File: config.mk
export PLATFORM = sky130hd
export DESIGN_NAME = lcpg_ram
export DESIGN_NICKNAME = d
export VERILOG_FILES = /design/src/rtl/core/lcpg_ram.sv
export SDC_FILE = /design/constraint.sdc
export NUM_CORES = 2
export LEC_CHECK = 0
export BUFFER_PORTS_ARGS = -buffer_cell sky130_fd_sc_hd__buf_2
export CORE_ASPECT_RATIO = 2
export CORE_MARGIN = 2
export CORE_UTILIZATION = 40
export DETAILED_ROUTE_END_ITERATION = 12
export PLACE_DENSITY = 0.59
export SYNTH_ARGS = -nofsm -noshare
export SYNTH_HDL_FRONTEND = slang
export SYNTH_SLANG_ARGS = --single-unit
File: constraint.sdc
create_clock -name clk_i -period 3.1 [get_ports clk_i]
set_input_delay 0 -clock clk_i [delete_from_list [all_inputs] [get_ports clk_i]]
set_output_delay 0 -clock clk_i [all_outputs]
set_load 0.01 [all_outputs]
File: src/rtl/core/lcpg_ram.sv
// Generic single-write, single-read RAM with registered read data.
// No dependencies.
module lcpg_ram #(
  parameter int unsigned Width = 32,
  parameter int unsigned Depth = 64
) (
  input  logic                     clk_i,
  input  logic                     we_i,
  input  logic [$clog2(Depth)-1:0] waddr_i,
  input  logic [Width-1:0]         wdata_i,
  input  logic [$clog2(Depth)-1:0] raddr_i,
  output logic [Width-1:0]         rdata_o
);

  logic [Width-1:0] mem_q [Depth];

  always_ff @(posedge clk_i) begin
    if (we_i) begin
      mem_q[waddr_i] <= wdata_i;
    end
    rdata_o <= mem_q[raddr_i];
  end

endmodule

==> impl_summary.txt <==
----------------------------------------------------
[Critical path]
  Cell-by-cell trace of the critical path ... dlygate4sd3_1 -> buf_2 -> or3b_2 -> o221ai_1 -> a21oi_1 -> a21oi_1 -> nor2_1
  Worst EP arrival ... about 3100 ps
  Worst Path Required ... approximately 3800 ps
  Most frequent CP cell ... a21oi_1
  Master of the slowest instance on the critical path ... a21oi_1
  Kind of end point of the critical path ... flip-flop
  Setup crit start kind ... input port
  Critical path start-end classification ... input port to flip-flop
  Critical path peak fanout ... 15
  Delay of the slowest cell on the worst path ... 730 ps

[Clock network]
  Number of setup buffers added after CTS ... 0
  Latest clock arrival within the worst-skew pair ... around 830 ps
  Number of gates resized after cts ... 0
  Buffers from clock root to sink, at most ... 3
  H-Tree Level Count ... 4
  TritonCTS clock tree ... done
  Clock root buffer ... clkbuf_16
  Clock buffer count from CTS ... between 150 and 200
  Clock-pin transition on the worst setup and hold timing paths ... about 60 ps
  Count of clock tree sinks ... roughly 2.1k
  Number of hold buffers added after CTS ... 32

[Routing]
  Drc violations ... 0
  Per-cell via count in the routed design ... between 5 and 6
  Wire length after detailed routing ... about 200000 um
  Detailed-route wire length per cell ... ~32 um
  Count of TritonRoute iterations in the first routing pass ... 5
  Count of vias placed by the detailed router ... 37.0k
  Iteration-0 DRC Markers ... 3990
  Final ANT Viol Nets ... 0

[Final layout]
  Multi-input gate area ... between 15000 and 20000 um2
  Area growth, synth to finish ... 15.4%
  Reg area ... approximately 62000 um2
  Final design utilization ... 0.463
  Most frequent standard cell in the layout excluding fill and tap cells ... edfxtp_1
  Filler cell count in the final layout ... around 16k
  Share of layout cells above drive strength 1 ... 0.313
  Final-stage net count ... about 3.7k
  Highest-count cells in the layout ignoring fill and taps ... edfxtp_1 (2048), mux4_2 (544), clkbuf_16 (196), buf_4 (170), mux2i_1 (93)

[GRT]
  Global-route wire length before repair ... 284000 um
  Global routing usage summed across all routing layers ... 0.202
  Number of global-route vias before repair ... 37.6k
  Global route overflow ... 0
  Maximum number of pins on one net before global-route repair ... 65
  Number of antenna violations at the first check in global routing ... 4

[Floorplanning]
  Row Count ... 230
  Overall die height ... about 630 um
  Die extent in x ... approximately 320 um
  Effective utilization at floorplan ... 0.401
  Die ar. ... about 200000 um2
  Number of top-level pins ... 78
  Area of the placeable core ... between 150000 and 200000 um2

[STA]
  Total Neg Setup Slack ... 0 ps
  Setup repair after global routing missed its margin ... false
  Clock Skew ... 26.9 ps
  Final critical-path required period ... 2400 ps
  Highest clock rate ... between 400 and 500 MHz
  Max Transition Viols Final ... 0
  Number of hold-slack violations in the final timing report ... 0
  Slew Limit Headroom ... 0.134
  Post-route clock period utilization ... 0.773
  Measured slew at the worst slew-check pin ... around 1300 ps
  Endpoints failing setup ... 0
  Min setup slack post-route ... 703 ps

[Synthesis]
  Summed instance area of the synthesized netlist ... slightly below 80000 um2
  Number of synthesized flops with an enable pin ... between 2k and 2.5k
  Net count after synthesis ... about 3.4k
  Yosys warnings ... 0
  Post-synth cell types ... 34
  Post-Synthesis Mean Instance Area ... between 20 and 25 um2
  Portion of the post-synthesis area used by sequential elements ... 0.791
  Main flop type after synthesis ... edfxtp_1
  Number of storage elements in the synthesis netlist ... 2080
  Async S/R FF share, synth ... 0
  Instance count of the mapped netlist ... 3324

[Power]
  Worst IR Drop VDD ... ~0.00063 V
  Cell area power density ... approximately 640 nW/um2
  Pleak ... approximately 28 nW

[Place]
  Worst setup slack after placement ... roughly 85 ps
  HPWL Detailed ... between 100000 and 150000 um
  Placer Congestion ... a little under 0.8
  Count of input and output buffers ... 77

[Run]
  Total of max-cap violations ... 0

[Outcome]
  Status ... finished, final reports clean

[Min path]
  Type of the tightest min-delay check ... input port to flip-flop

----------------------------------------------------
## critical path, delay by kind of cell
kind / cells / cell delay, ps
compound gates: 3 / 1140
buf+inv: 2 / 1070
simple gates: 2 / 820
## cells by family after synthesis
family | after synthesis | share of synthesized area
AND/OR/NAND/NOR | 223 | 0.0127
multiplexers | 637 | 0.168
flip-flops | 2080 | 0.791
buffers and inverters | 182 | 0.0113
AO/OA/AOI/OAI | 202 | 0.0167
## state kept, by name (all words and copies together) (netlist names)
name     flops
mem_q     2048
rdata_o     32
## metal layers
layer	wire length [um]	GRT usage
met1	81300	0.279
met2	102000	0.335
met3	12700	0.0282
met4	5160	0.0568
met5	21	0
## worst paths after layout
| path | startpoint | end | slack, ps | cells past startpoint |
|---|---|---|---|---|
| setup / recovery | raddr_i[5] | rdata_o[9] | 700 | 7 |
| hold / removal | wdata_i[7] | mem_q[16][7] | 40 | 1 |
| setup reg to reg | mem_q[34][1] | rdata_o[1] | 820 | 5 |
| hold reg to reg | mem_q[29][8] | rdata_o[8] | 750 | 4 |
## layout make-up
type                            count  share of cell area
Antenna cell                        2           0.0000553
Sequential cell                  2080               0.686
Clock buffer                      233              0.0559
Multi-Input combinational cell   1062               0.176
Clock inverter                    117              0.0121
Timing Repair Buffer              333              0.0343
Tap cell                         2552              0.0352
## metrics by stage
step           power (mW)  instances  area (um2)  hold slack [ps]
6_report             57.5       6379       90600             36.5
5_1_grt              59.1       6378       90600             54.3
4_1_cts              57.9       6377       90600             13.0
3_5_place_dp         34.9       5995       84100              399
3_3_place_gp         34.8       5995       84100              406
2_1_floorplan        33.3       3324       78500             98.9
## synth_stat cells, types with 7 or more instances
| library cell | count | area, um2 |
|---|---|---|
| o221ai_1 | 27 | 236 |
| nor2b_1 | 15 | 93.8 |
| mux2i_1 | 93 | 931 |
| mux4_2 | 544 | 12300 |
| dfxtp_1 | 32 | 641 |
| nand2_1 | 26 | 97.6 |
| edfxtp_1 | 2048 | 61500 |
| a21oi_1 | 62 | 310 |
| buf_1 | 21 | 78.8 |
| a22oi_1 | 12 | 90.1 |
| buf_2 | 57 | 285 |
| a311oi_1 | 8 | 70.1 |
| o22ai_1 | 84 | 526 |
| nor2_1 | 137 | 514 |
| buf_4 | 25 | 188 |
| nand2b_1 | 8 | 50.1 |
| nor3_1 | 7 | 35.0 |
| clkbuf_1 | 74 | 278 |
## report_power, final
part	switching [mW]	internal, mW	leakage, nW
clock	10.1	13.2	3.01
combinational	1.82	1.16	6.44
sequential	0.116	31.1	18.7
No activity file was read; power rests on OpenSTA's default activity.
